File: config.mk
export PLATFORM = sky130hd
export DESIGN_NAME = ppsched_alu
export DESIGN_NICKNAME = d
export VERILOG_FILES = /design/src/hw/rtl/ppsched_pkg.sv /design/src/hw/rtl/ppsched_alu.sv
export SDC_FILE = /design/constraint.sdc
export NUM_CORES = 1
export LEC_CHECK = 0
export BUFFER_PORTS_ARGS = -buffer_cell sky130_fd_sc_hd__buf_2
export CAP_MARGIN = 5
export CORE_MARGIN = 2
export CORE_UTILIZATION = 30
export DETAILED_ROUTE_END_ITERATION = 8
export PLACE_DENSITY = 0.55
export SLEW_MARGIN = 20
export SYNTH_ARGS = -nofsm -noshare
export SYNTH_HDL_FRONTEND = slang
export SYNTH_SLANG_ARGS = --single-unit
File: constraint.sdc
create_clock -name clk -period 10.09 [get_ports clk]
set_input_delay 2.018 -clock clk [delete_from_list [all_inputs] [get_ports clk]]
set_output_delay 2.018 -clock clk [all_outputs]
set_load 0.01 [all_outputs]
File: src/hw/rtl/ppsched_pkg.sv
package ppsched_pkg;

	localparam int NUM_CLASSES        = 4;
	localparam int QUEUE_DEPTH        = 64;
	localparam int MAX_DATAGRAM_BYTES = 1500;
	localparam int MAX_BURST          = 16;
	localparam int RESULT_CAP         = 16;

	localparam int CLS_W     = $clog2(NUM_CLASSES);
	localparam int CLS_CNT_W = $clog2(NUM_CLASSES + 1);
	localparam int IDX_W     = $clog2(QUEUE_DEPTH);
	localparam int CNT_W     = $clog2(QUEUE_DEPTH + 1);
	localparam int ADDR_W    = CLS_W + IDX_W;
	localparam int MEM_DEPTH = 2 ** ADDR_W;
	localparam int VBQ_W     = $clog2(QUEUE_DEPTH * 16383 + 1);
	localparam int BURST_CAP = (MAX_BURST < RESULT_CAP) ? MAX_BURST : RESULT_CAP;
	localparam int LIM_W     = $clog2(BURST_CAP + 1);

	localparam int RATE_W  = 34;
	localparam int TIME_W  = 48;
	localparam int DELAY_W = 44;
	localparam int TOK_W   = 50;
	localparam int A_W     = 48;
	localparam int B_W     = 34;
	localparam int P_W     = A_W + B_W;

	localparam int WINDOW_US     = 20000;
	localparam int NEED_PER_BYTE = 8 * 1000000;
	localparam longint FLOOR_UNITS = longint'(MAX_DATAGRAM_BYTES) * 64 * 1000000;

	localparam logic [1:0] OP_ENQUEUE = 2'd0;
	localparam logic [1:0] OP_DEQUEUE = 2'd1;
	localparam logic [1:0] OP_QUERY   = 2'd2;

	localparam int CLASS_CONTROL = 0;
	localparam int CLASS_AUDIO   = 1;
	localparam int CLASS_VIDEO   = 2;

	localparam logic [2:0] CFG_VIDEO_RATE    = 3'd0;
	localparam logic [2:0] CFG_LIMIT_CONTROL = 3'd1;
	localparam logic [2:0] CFG_LIMIT_OTHER   = 3'd4;

	typedef struct packed {
		logic [15:0]       desc;
		logic [13:0]       len;
		logic [TIME_W-1:0] deadline;
	} entry_t;

	typedef struct packed {
		logic              wr_en;
		logic [ADDR_W-1:0] wr_addr;
		entry_t            wr_data;
		logic              rd_en;
		logic [ADDR_W-1:0] rd_addr;
	} mem_req_t;

	typedef struct packed {
		logic           start;
		logic           div;
		logic [A_W-1:0] a;
		logic [B_W-1:0] b;
	} alu_req_t;

	typedef struct packed {
		logic           done;
		logic [P_W-1:0] res;
	} alu_rsp_t;

	typedef struct packed {
		logic               accepted;
		logic               packet_valid;
		logic [15:0]        desc;
		logic [13:0]        len;
		logic [1:0]         cls;
		logic [DELAY_W-1:0] delay;
		logic               last;
	} result_t;

	function automatic logic [IDX_W-1:0] wrap_add(logic [IDX_W-1:0] base,
			logic [CNT_W-1:0] off);
		logic [CNT_W:0] s;
		s = (CNT_W + 1)'(base) + (CNT_W + 1)'(off);
		if (s >= (CNT_W + 1)'(QUEUE_DEPTH)) s = s - (CNT_W + 1)'(QUEUE_DEPTH);
		return s[IDX_W-1:0];
	endfunction

endpackage

File: src/hw/rtl/ppsched_alu.sv
// serial multiply (one multiplier bit per cycle) and restoring divide
module ppsched_alu (
	input  logic                  clk,
	input  logic                  arst_n,
	input  ppsched_pkg::alu_req_t req,
	output ppsched_pkg::alu_rsp_t rsp
);

	localparam int A_W   = ppsched_pkg::A_W;
	localparam int B_W   = ppsched_pkg::B_W;
	localparam int P_W   = ppsched_pkg::P_W;
	localparam int CNT_W = $clog2(A_W + 1);

	logic             run_q;
	logic             div_q;
	logic             done_q;
	logic [CNT_W-1:0] cnt_q;
	logic [A_W-1:0]   a_q;
	logic [B_W-1:0]   b_q;
	logic [B_W-1:0]   rem_q;
	logic [P_W-1:0]   acc_q;
	logic [B_W:0]     trial;
	logic             fits;

	assign trial = {rem_q, a_q[A_W-1]};
	assign fits  = trial >= {1'b0, b_q};

	always_ff @(posedge clk or negedge arst_n) begin
		if (!arst_n) begin
			run_q  <= 1'b0;
			done_q <= 1'b0;
			div_q  <= 1'b0;
			cnt_q  <= '0;
		end else begin
			done_q <= 1'b0;
			if (req.start) begin
				run_q <= 1'b1;
				div_q <= req.div;
				a_q   <= req.a;
				b_q   <= req.b;
				rem_q <= '0;
				acc_q <= '0;
				cnt_q <= req.div ? CNT_W'(A_W) : CNT_W'(B_W);
			end else if (run_q) begin
				if (div_q) begin
					rem_q <= fits ? B_W'(trial - {1'b0, b_q}) : trial[B_W-1:0];
					a_q   <= {a_q[A_W-2:0], fits};
				end else begin
					acc_q <= (acc_q << 1) + (b_q[B_W-1] ? P_W'(a_q) : '0);
					b_q   <= b_q << 1;
				end
				cnt_q <= cnt_q - 1'b1;
				if (cnt_q == CNT_W'(1)) begin
					run_q  <= 1'b0;
					done_q <= 1'b1;
				end
			end
		end
	end

	assign rsp.done = done_q;
	assign rsp.res  = div_q ? P_W'(a_q) : acc_q;

endmodule

=== Yosys cells after proc, flatten, opt, wreduce, memory -nomap -nowiden ===
Cells that the tools add are included.

* Register bits: 207
* Input bits: 86
* Output and inout bits: 83
* Logic and storage cells: 40

* Add/sub/neg operators: 3
* Order comparisons: 1
* Eq/ne operators: 2
* Mux-type cells: 22
* Reductions and logical operators: 4

{| class="wikitable"
|+ Operators with widths
! cell !! number
|-
| $mux 82 || 3
|-
| $mux 34 || 6
|-
| $mux 48 || 4
|-
| $add 82x48->82 || 1
|-
| $ge 35x34->1 || 1
|-
| $sub 34x34->34 || 1
|-
| $mux 6 || 2
|-
| $eq 6x1->1 const B || 1
|-
| $mux 1 || 6
|-
| $reduce_and 3->1 || 2
|-
| $sub 6x1->6 const B || 1
|-
| $mux 5 || 1
|-
| $reduce_bool 2->1 || 2
|-
| $ne 2x2->1 const B || 1
|}

=== Logic depth before layout (Yosys ltp) ===
Gate-level depths: netlist of run 1.

* Depth after elaboration: 4
* Mapped depth: 16
* Gate-level depth less buffers: 13

=== Least setup slack after synthesis of run 1 ===
OpenSTA, ideal clock, no wires.

* Path type: in2reg
* Start: in req[83] (netlist name)
* End: reg a_q[0] (enable)
* Setup time: 0.528 ns
* Arrival time: 6.214 ns
* Required time: 9.562 ns
* Path slack: 3.348 ns
* Cell stages on the path: 5
* Path buffers: 3
* Cells stage by stage: clkbuf_1 inv_1 clkbuf_1 clkbuf_1 a21boi_0

* Longest elaborated chain between the ends: 2
* Elaborated cells between the ends (all ways): 3
* Those cells by class: reduce/logical: 3

{| class="wikitable"
|+ RTL lines
! what !! RTL line !! RTL
|-
| start, declared || ppsched_alu.sv:5 || <nowiki>input ppsched_pkg::alu_req_t req,</nowiki>
|-
| $reduce_bool 2->1 (no line) || - ||
|-
| $reduce_and 3->1 (no line) * || - ||
|-
| end signal, assigned || ppsched_alu.sv:39 || <nowiki>a_q <= req.a;</nowiki>
|-
| end signal, assigned || ppsched_alu.sv:47 || <nowiki>a_q <= {a_q[A_W-2:0], fits};</nowiki>
|-
| end, declared || ppsched_alu.sv:18 || <nowiki>logic [A_W-1:0] a_q;</nowiki>
|}

Mark *: on every way between the ends. The rest lies on a longest branch, timed or not.
A chain may end at the register's enable or synchronous reset.

==> flow_summary.toml, run 1 <==
[logic_synthesis]
synth_edf_count = 198
synth-async-reset-ratio_pct = 4.35
synth_seq_cells = 207
synthCells = 1701
synth_cell_type_count = 79
syn-cell-area_sq_mm = 0.0158
yosysWarnings = 0
synth_area_per_cell_sq_um = 9.31
synth_flop_cell = "edfxtp_1"
synthesis.nets = 1872
ys_seq_area_share_pct = 39.0

[global_route]
grt.total_usage_pct = 16.2
grt_pass1_vias = 13100
grt_max_degree = 116
antenna_found_initial = 0
grt_pass1_wl_microns = 71500
overflow = 0

[critical_path]
cpMaxStageDelayCell = "dfrtp_4"
cp_num_buf_inv = 2
crit_chain = "buf_12 -> mux2_2 -> buf_2"
r2r_cells = 14
criticalPathCategory = "flop to primary output"
startpoint = "div_q"
r2r-end = "acc_q[63]"
rrSetupSlack_ns = 5.88
critPathMaxStageDelay_ns = 0.83
cp_max_fo = 45
critPathLaunchType = "flop"
worstSetupEndpointType = "primary output"
crit_family = "flip-flops"
cp.arrival_ns = 2.24
cp.required_ns = 8.07
r2r_start = "b_q[33]"

[power]
power.density_mw_per_mm2 = 162
p_sw_mw = 0.970
swShare_pct = 32.9
leakage_nw = 7.33
power_frac_seq_pct = 38.2
power_mw = 2.95
p_clk_share_pct = 32.1
peakVddDrop_v = 0.0000922
p_comb_share_pct = 29.7
intPower_mw = 1.98

[timing]
fin_worst_skew_ns = 0.0141
setup_viol_count_final = 0
tightest_slew_ns = 1.00
max_freq_mhz = 235
tns_ns = 0
period_share_pct = 42.2
rsz0062_at_grt = "false"
maxSlewViolCount = 0
finalHoldViolCount = 0
fin_crit_ns = 4.26
maxSlewHeadroom_pct = 33.0

[clocking]
cts_tree = "done"
numCtsBuffers = 27
htree_levels = 1
root_buffer = "clkbuf_16"
ctsResizeCount = 0
clkSinkCount = 207
clk_pin_slew_ns = 0.06
cts_max_path_buffers = 3
clock_latency_ns = 0.56
ctsHoldBuffers = 0
cts_setup_buffers = 0

[min_path]
hp-start = "cnt_q[1]"
holdPathEnd = "cnt_q[1]"
hold_class = "flop to flop"
holdPathStages = 2

[job]
drv_cap = 0

[floorplanning]
fp.dieW_microns = 234
die-area_sq_mm = 0.0546
start_util_pct = 30.2
core_sq_mm = 0.0523
num_rows = 84
chipHeight_microns = 234
io_pins = 169

[cells_and_area]
drive_gt1_share_pct = 18.9
layout_common_cells = "edfxtp_1 (198), nand2_1 (179), a21oi_1 (176)"
insertedDiodeCount = 0
fin_nets = 1982
layout_commonest_cell = "edfxtp_1"
area_growth_pct = 14.6

[route]
drc = 0
first_iter_violations = 722
num_vias = 13200
via_per_inst = 5.26
wire_per_inst_microns = 17.9
drtPass1Iterations = 7
drtAntennaViolNets = 0
routed_wl_microns = 45000

[placement]
routabilityCongestion = 0.928
io_buffers = 168
dp_hpwl_microns = 31500

[status]
status = "complete, no violations"
-- worst min-delay path, stage by stage, from the launching register on --
cell	delay, ns
dfrtp_1	0.37
o211ai_1	0.10
o21ai_0	0.07
-- per-stage QoR --
step           worst slack [ns]  utilization [%]  std cells  hold WS [ns]  instance area [sq um]
2_1_floorplan              3.35                -       1701         0.527                  15800
3_3_place_gp               5.93             33.0       2469         0.558                  17300
3_5_place_dp               5.87             33.0       2469         0.565                  17300
4_1_cts                    5.59             34.6       2515         0.580                  18100
5_1_grt                    5.58             34.6       2516         0.626                  18100
6_report                   5.83             34.6       2516         0.580                  18100
-- flip-flops by register name, summed over array words and instances, names as in the netlist --
name    count
a_q        48
acc_q      82
b_q        34
cnt_q       6
div_q       1
done_q      1
rem_q      34
run_q       1
-- final cells by class --
cell class	instances	area (sq um)
tap	688	861
clock buffer	33	698
sequential	207	6170
clock inverter	13	136
inverter	56	210
multi-input combinational	1337	9080
timing repair buffer	182	971
fill	5432	34200
-- routing by layer --
| metal | track usage (%) | share of wire (%) | wire length, microns | up-vias |
|---|---|---|---|---|
| met2 | 27.2 | 47 | 21000 | 300 |
| met3 | 2.23 | 4.0 | 1820 | 66 |
| met4 | 3.82 | 2.3 | 1030 | 0 |
| li1 | - | - | - | 6503 |
| met1 | 21.9 | 47 | 21200 | 6377 |
| met5 | 0 | 0 | 0 | - |
-- power groups by stage --
stage / Sequential, mW / Combinational [mW] / Clock, mW
after floorplan: 1.11 / 0.659 / 0
after global placement: 1.15 / 0.860 / 0
after detailed placement: 1.15 / 0.867 / 0
after CTS: 1.13 / 0.873 / 0.977
after global routing: 1.14 / 0.981 / 1.01
final: 1.13 / 0.875 / 0.946
-- cells by family after synthesis --
group | count (synthesis) | share of synthesized area, %
simple gates | 507 | 16.1
buf+inv | 157 | 3.92
compound gates | 525 | 20.3
xor+xnor | 99 | 5.48
mux | 121 | 8.43
fa+ha+maj | 85 | 6.81
flops | 207 | 39.0
-- worst max-delay path by stage --
stage | depth (start not counted) | slack, ns | end
6_report | 3 | 5.83 | rsp[43]
3_5_place_dp | 14 | 5.87 | acc_q[75]
3_3_place_gp | 3 | 5.93 | acc_q[68]
5_1_grt | 14 | 5.58 | acc_q[75]
2_1_floorplan | 5 | 3.35 | a_q[0]
4_1_cts | 2 | 5.59 | rsp[47]
-- synthesized netlist by cell type (3+ instances only) --
cell type / count / area (sq um)
edfxtp_1: 198 / 5950
nand2_1: 179 / 672
a21oi_1: 176 / 881
o21ai_0: 143 / 716
mux2_2: 98 / 1100
ha_1: 83 / 1040
clkbuf_1: 81 / 304
nor2_1: 69 / 259
and2_1: 55 / 344
inv_1: 55 / 206
xnor2_1: 55 / 482
a21o_1: 51 / 383
xor2_1: 44 / 385
nor2b_1: 43 / 269
nand4_1: 35 / 219
nand3_1: 32 / 160
and3_1: 29 / 181
mux2i_1: 23 / 230
a211oi_1: 19 / 143
o21a_1: 19 / 143
a31oi_1: 16 / 100
o211ai_1: 16 / 120
nor3_1: 15 / 75.1
o21bai_1: 15 / 113
o21ai_1: 11 / 55.1
buf_1: 10 / 37.5
dfrtp_1: 9 / 225
nand2b_1: 9 / 56.3
nor4_1: 9 / 56.3
or3_1: 8 / 50.1
o31ai_1: 7 / 52.6
a211o_1: 6 / 52.6
buf_4: 5 / 37.5
buf_2: 4 / 20.0
or2_2: 4 / 25.0
a2111oi_0: 3 / 26.3
a221o_1: 3 / 30.0
a2bb2oi_1: 3 / 26.3
and4_1: 3 / 26.3
nor4b_1: 3 / 26.3
o311ai_0: 3 / 26.3
o31a_1: 3 / 26.3
or4_1: 3 / 22.5
(Power assumes the default switching activity.)
==> run 2, diff against run 1 <==
Settings changed: PLACE_DENSITY 0.55 to 0.57.
Clock period 10.09 ns to 3.92 ns, I/O delays scaled along.
==> flow_summary.toml, run 2 (synthesis gave the netlist of run 1 again) <==
[status]
status = "complete, no violations"

[critical_path]
r2r_start = "b_q[33]"
cp_num_buf_inv = 2
startpoint = "b_q[33]"
cpMaxStageDelayCell = "a41oi_4"
cp.required_ns = 4.20
crit_family = "compound AO/OA/AOI/OAI gates"
cp_max_fo = 11
cp.arrival_ns = 3.98
criticalPathCategory = "flop to flop"
critPathMaxStageDelay_ns = 0.45
worstSetupEndpointType = "flop"
critPathLaunchType = "flop"
rrSetupSlack_ns = 0.23
crit_chain = "buf_4 -> and2_1 -> ha_1 -> fa_2 -> a211oi_2 -> o21bai_1 -> a21oi_2 -> o21ai_1 -> o21ai_2 -> o31ai_4 -> a41oi_4 -> buf_4 -> xor2_1 -> a21oi_1"
crit_top_cell = "buf_4"

[floorplanning]
start_util_pct = 30.2
core_sq_mm = 0.0523
chipHeight_microns = 234
num_rows = 84
fp.dieW_microns = 234
io_pins = 169
die-area_sq_mm = 0.0546

[global_route]
grt_pass1_wl_microns = 71000
grt_pass1_vias = 13200
antenna_found_initial = 0
grt.total_usage_pct = 16.1
overflow = 0
grt_max_degree = 125

[placement]
dp_hpwl_microns = 31700
io_buffers = 168
dpl.cell_count = 2486
routabilityCongestion = 0.887

[clocking]
clk_pin_slew_ns = 0.06
cts_max_path_buffers = 3
ctsHoldBuffers = 0
numCtsBuffers = 27
cts_tree = "done"
htree_levels = 1
root_buffer = "clkbuf_16"
clkSinkCount = 207
clock_latency_ns = 0.56

[min_path]
hold_class = "input port to flop"
hp-start = "req[82]"

[timing]
finalHoldViolCount = 0
maxSlewHeadroom_pct = 48.8
fin_crit_ns = 3.69
setup_viol_count_final = 0
maxSlewViolCount = 0
fin_worst_skew_ns = 0.0161
period_share_pct = 94.2
max_freq_mhz = 271
rsz0062_at_grt = "false"
tightest_slew_ns = 0.769

[power]
peakVddDrop_v = 0.000310
swShare_pct = 33.8
power_frac_seq_pct = 38.4
intPower_mw = 5.02
p_comb_share_pct = 30.7
p_clk_share_pct = 30.9
power.density_mw_per_mm2 = 409
leakage_nw = 7.47
p_sw_mw = 2.57

[cells_and_area]
area_growth_pct = 17.3
layout_commonest_cell = "edfxtp_1"
largest_reg_flops = 82
drive_gt1_share_pct = 22.0
insertedDiodeCount = 0
instances_no_fill = 2542
fin_nets = 2006
reg.largest.list = "acc_q: 82 flops, a_q: 48 flops"
layout_common_cells = "edfxtp_1 (198), nand2_1 (178), a21oi_1 (171)"
largest_register = "acc_q"
fill_cells = 5394
fin_util_pct = 35.5

[route]
drc = 0
num_vias = 13300
drtPass1Iterations = 6
via_per_inst = 5.24
routed_wl_microns = 45200
first_iter_violations = 786
wire_per_inst_microns = 17.8
drtAntennaViolNets = 0

[job]
drv_cap = 0
run 2: repair_timing:
| item | CTS | global route |
|---|---|---|
| endpoints found under the setup margin | 7 | 39 |
| buffers inserted | 0 | 8 |
| resized for setup | 1 | 45 |
| pin swaps | 0 | 17 |
run 2: stage by stage:
stage          setup TNS, ns  instance area (sq um)  total power [mW]  hold slack (ns)  setup slack, ns
3_3_place_gp               0                  17500              5.19            0.565           0.0169
4_1_cts                    0                  18300              7.63            0.424           0.0331
6_report                   0                  18600              7.59            0.467            0.229
3_5_place_dp         -0.0659                  17500              5.22            0.571          -0.0309
5_1_grt                    0                  18600              8.05            0.479          0.00612
2_1_floorplan              0                  15800              4.54            0.488            0.368
run 2: path summary, 6_finish.rpt:
path / to / depth (start not counted)
min in group asynchronous: div_q / 2
setup reg to reg: acc_q[51] / 14
max in group asynchronous: div_q / 2
hold / removal: cnt_q[1] / 2
setup / recovery: acc_q[51] / 14
hold reg to reg: cnt_q[3] / 2
run 2: area by class of cell:
type                    instances  area [sq um]  area share (%)
clock buffers                  30           687            3.70
clock inverters                18           129           0.694
inverters                      56           210            1.13
repair buffers                206          1200            6.49
well taps                     688           861            4.63
flip-flops and latches        207          6170            33.2
multi-input cells            1337          9310            50.1
run 2: layer usage:
layer  GRT usage (%)  wire length (microns)
met2            27.0                  21300
met4            4.49                   1050
met5               0                      0
met3            2.21                   1800
met1            21.6                  21000
run 2: worst reg2reg max path: stages, from the launching register on:
cell and delay [ns]:
edfxtp_1 0.37, buf_4 0.18, and2_1 0.16, ha_1 0.21, fa_2 0.38, a211oi_2 0.28, o21bai_1 0.13, a21oi_2 0.23
o21ai_1 0.16, o21ai_2 0.30, o31ai_4 0.15, a41oi_4 0.45, buf_4 0.20, xor2_1 0.14, a21oi_1 0.08
run 2: power by group through the flow:
stage	Sequential (mW)	Combinational, mW	Clock [mW]
final	2.91	2.33	2.35
after global routing	2.95	2.60	2.50
after CTS	2.91	2.29	2.43
after detailed placement	2.95	2.27	0
after global placement	2.95	2.25	0
after floorplan	2.85	1.70	0
==> run 3, diff against run 2 <==
Settings changed: CELL_PAD_IN_SITES_DETAIL_PLACEMENT set to 1, CELL_PAD_IN_SITES_GLOBAL_PLACEMENT set to 2, CORE_UTILIZATION 30 to 38, PLACE_DENSITY 0.57 to 0.91.
Clock period 3.92 ns to 3.64 ns, I/O delays scaled along.
==> flow_summary.toml, run 3 (synthesis gave the netlist of run 1 again) <==
[critical_path]
r2r_start = "b_q[33]"
criticalPathCategory = "flop to flop"
worstSetupEndpointType = "flop"
critPathLaunchType = "flop"
cp.arrival_ns = 3.98
rrSetupSlack_ns = -0.06
r2r_cells = 16
cp.required_ns = 3.92
cp_max_fo = 17
r2r-end = "acc_q[74]"

[route]
wire_per_inst_microns = 20.0
first_iter_violations = 620
drtAntennaViolNets = 0
routed_wl_microns = 48700
drc = 0
drtPass1Iterations = 5
num_vias = 13800
via_per_inst = 5.69

[cells_and_area]
instances_no_fill = 2432
layout_commonest_cell = "edfxtp_1"
insertedDiodeCount = 0
fin_util_pct = 46.4
reg.largest.list = "acc_q: 82 flops, a_q: 48 flops"
largest_register = "acc_q"
drive_gt1_share_pct = 25.1
largest_reg_flops = 82
fin_area_sq_mm = 0.0191
layout_common_cells = "edfxtp_1 (198), nand2_1 (178), a21oi_1 (171)"
area_growth_pct = 20.3
fin_nets = 2054
fill_cells = 4661

[status]
status = "finished, violations left"
violations = "setup timing"

[timing]
hold-worst-slack_ns = 0.459
setup_slack_ns = -0.0627
rsz0062_at_grt = "true"
fin_crit_ns = 3.70
tns_ns = -0.237
fin_worst_skew_ns = 0.0103
max_freq_mhz = 270
tightest_slew_ns = 0.755
period_share_pct = 102
maxSlewHeadroom_pct = 49.0
setup_viol_count_final = 8
maxSlewViolCount = 0
finalHoldViolCount = 0

[floorplanning]
fp.dieW_microns = 208
io_pins = 169
num_rows = 74
chipHeight_microns = 208
core_sq_mm = 0.0410
start_util_pct = 38.6
die-area_sq_mm = 0.0433

[clocking]
clkSinkCount = 207
clock_latency_ns = 0.56
cts_max_path_buffers = 3
ctsHoldBuffers = 0
htree_levels = 1
numCtsBuffers = 26
cts_tree = "done"
clk_pin_slew_ns = 0.06
root_buffer = "clkbuf_16"

[min_path]
holdPathEnd = "b_q[26]"
hold_class = "input port to flop"
holdPathStages = 3
hp-start = "req[26]"

[placement]
dp_hpwl_microns = 33900
io_buffers = 168
dpl.cell_count = 2373
place_ws_ns = -0.100
routabilityCongestion = 0.846
place_area_sq_mm = 0.0176

[global_route]
grt_max_degree = 115
antenna_found_initial = 1
grt_pass1_wl_microns = 77700
grt_pass1_vias = 14500
overflow = 0
grt.total_usage_pct = 21.8

[power]
peakVddDrop_v = 0.000326
power_mw = 8.61
leakage_nw = 7.79
power.density_mw_per_mm2 = 452

[job]
drv_cap = 0
## run 3: cell count changes in the layout (fill, tap and decap cells not counted), moves of 3 or more
cell / previous run / this run
buf_4: 32 / 74
buf_12: 5 / 8
clkinvlp_4: 4 / 0
clkinv_1: 3 / 7
and2_1: 55 / 45
a31oi_2: 0 / 3
bufinv_16: 1 / 5
a31oi_1: 16 / 13
ha_4: 9 / 16
and2_4: 0 / 9
clkinv_2: 8 / 3
ha_1: 70 / 64
## run 3: power by group
group          leakage [nW]  total [mW]  switching (mW)  internal, mW
combinational          5.28        2.72            1.52          1.20
clock                 0.430        2.74            1.06          1.68
sequential             2.08        3.14           0.235          2.91
## run 3: worst max-delay path, stage by stage, from the launching register on
cell       delay [ns]
edfxtp_1         0.38
buf_6            0.16
clkbuf_16        0.18
and2_1           0.16
ha_1             0.31
a21oi_1          0.16
nor2b_1          0.07
o21ai_0          0.21
nand2b_1         0.14
a221o_1          0.42
a2bb2oi_1        0.36
a311oi_2         0.16
buf_6            0.17
nand4_1          0.17
buf_4            0.14
xor2_1           0.14
a21oi_1          0.08
## run 3: worst max-delay path by stage
| stage | start | end | cells past startpoint |
|---|---|---|---|
| floorplan | req[83] | b_q[0] | 5 |
| global placement | b_q[33] | acc_q[67] | 14 |
| detailed placement | b_q[33] | acc_q[74] | 14 |
| CTS | b_q[33] | acc_q[81] | 14 |
| global route | b_q[33] | acc_q[74] | 16 |
| finish | b_q[33] | acc_q[74] | 16 |
## run 3: cell type report
class                           count  area, sq um  share of cell area, %
Multi-Input combinational cell   1337         9480                   49.8
Inverter                           56          210                   1.10
Tap cell                          532          666                   3.49
Clock inverter                     15          191                   1.00
Clock buffer                       30          687                   3.61
Timing Repair Buffer              255         1640                   8.62
Sequential cell                   207         6170                   32.4
## run 3: metal layers
metal	part of all wire (%)	routed length [microns]	vias to the layer above	global-route usage, %
met5	0.021	10	-	0
li1	-	-	6635	-
met1	45	22100	6855	28.5
met3	3.8	1870	64	2.69
met2	48	23600	270	37.9
met4	2.3	1120	2	5.98
## run 3: what timing repair did
item / 4_1_cts / 5_1_grt
buffers inserted: 2 / 11
endpoints found under the hold margin: 0 / 0
endpoints found under the setup margin: 24 / 43
gates resized for setup: 13 / 64
gates cloned: 0 / 1
pin swaps: 2 / 29
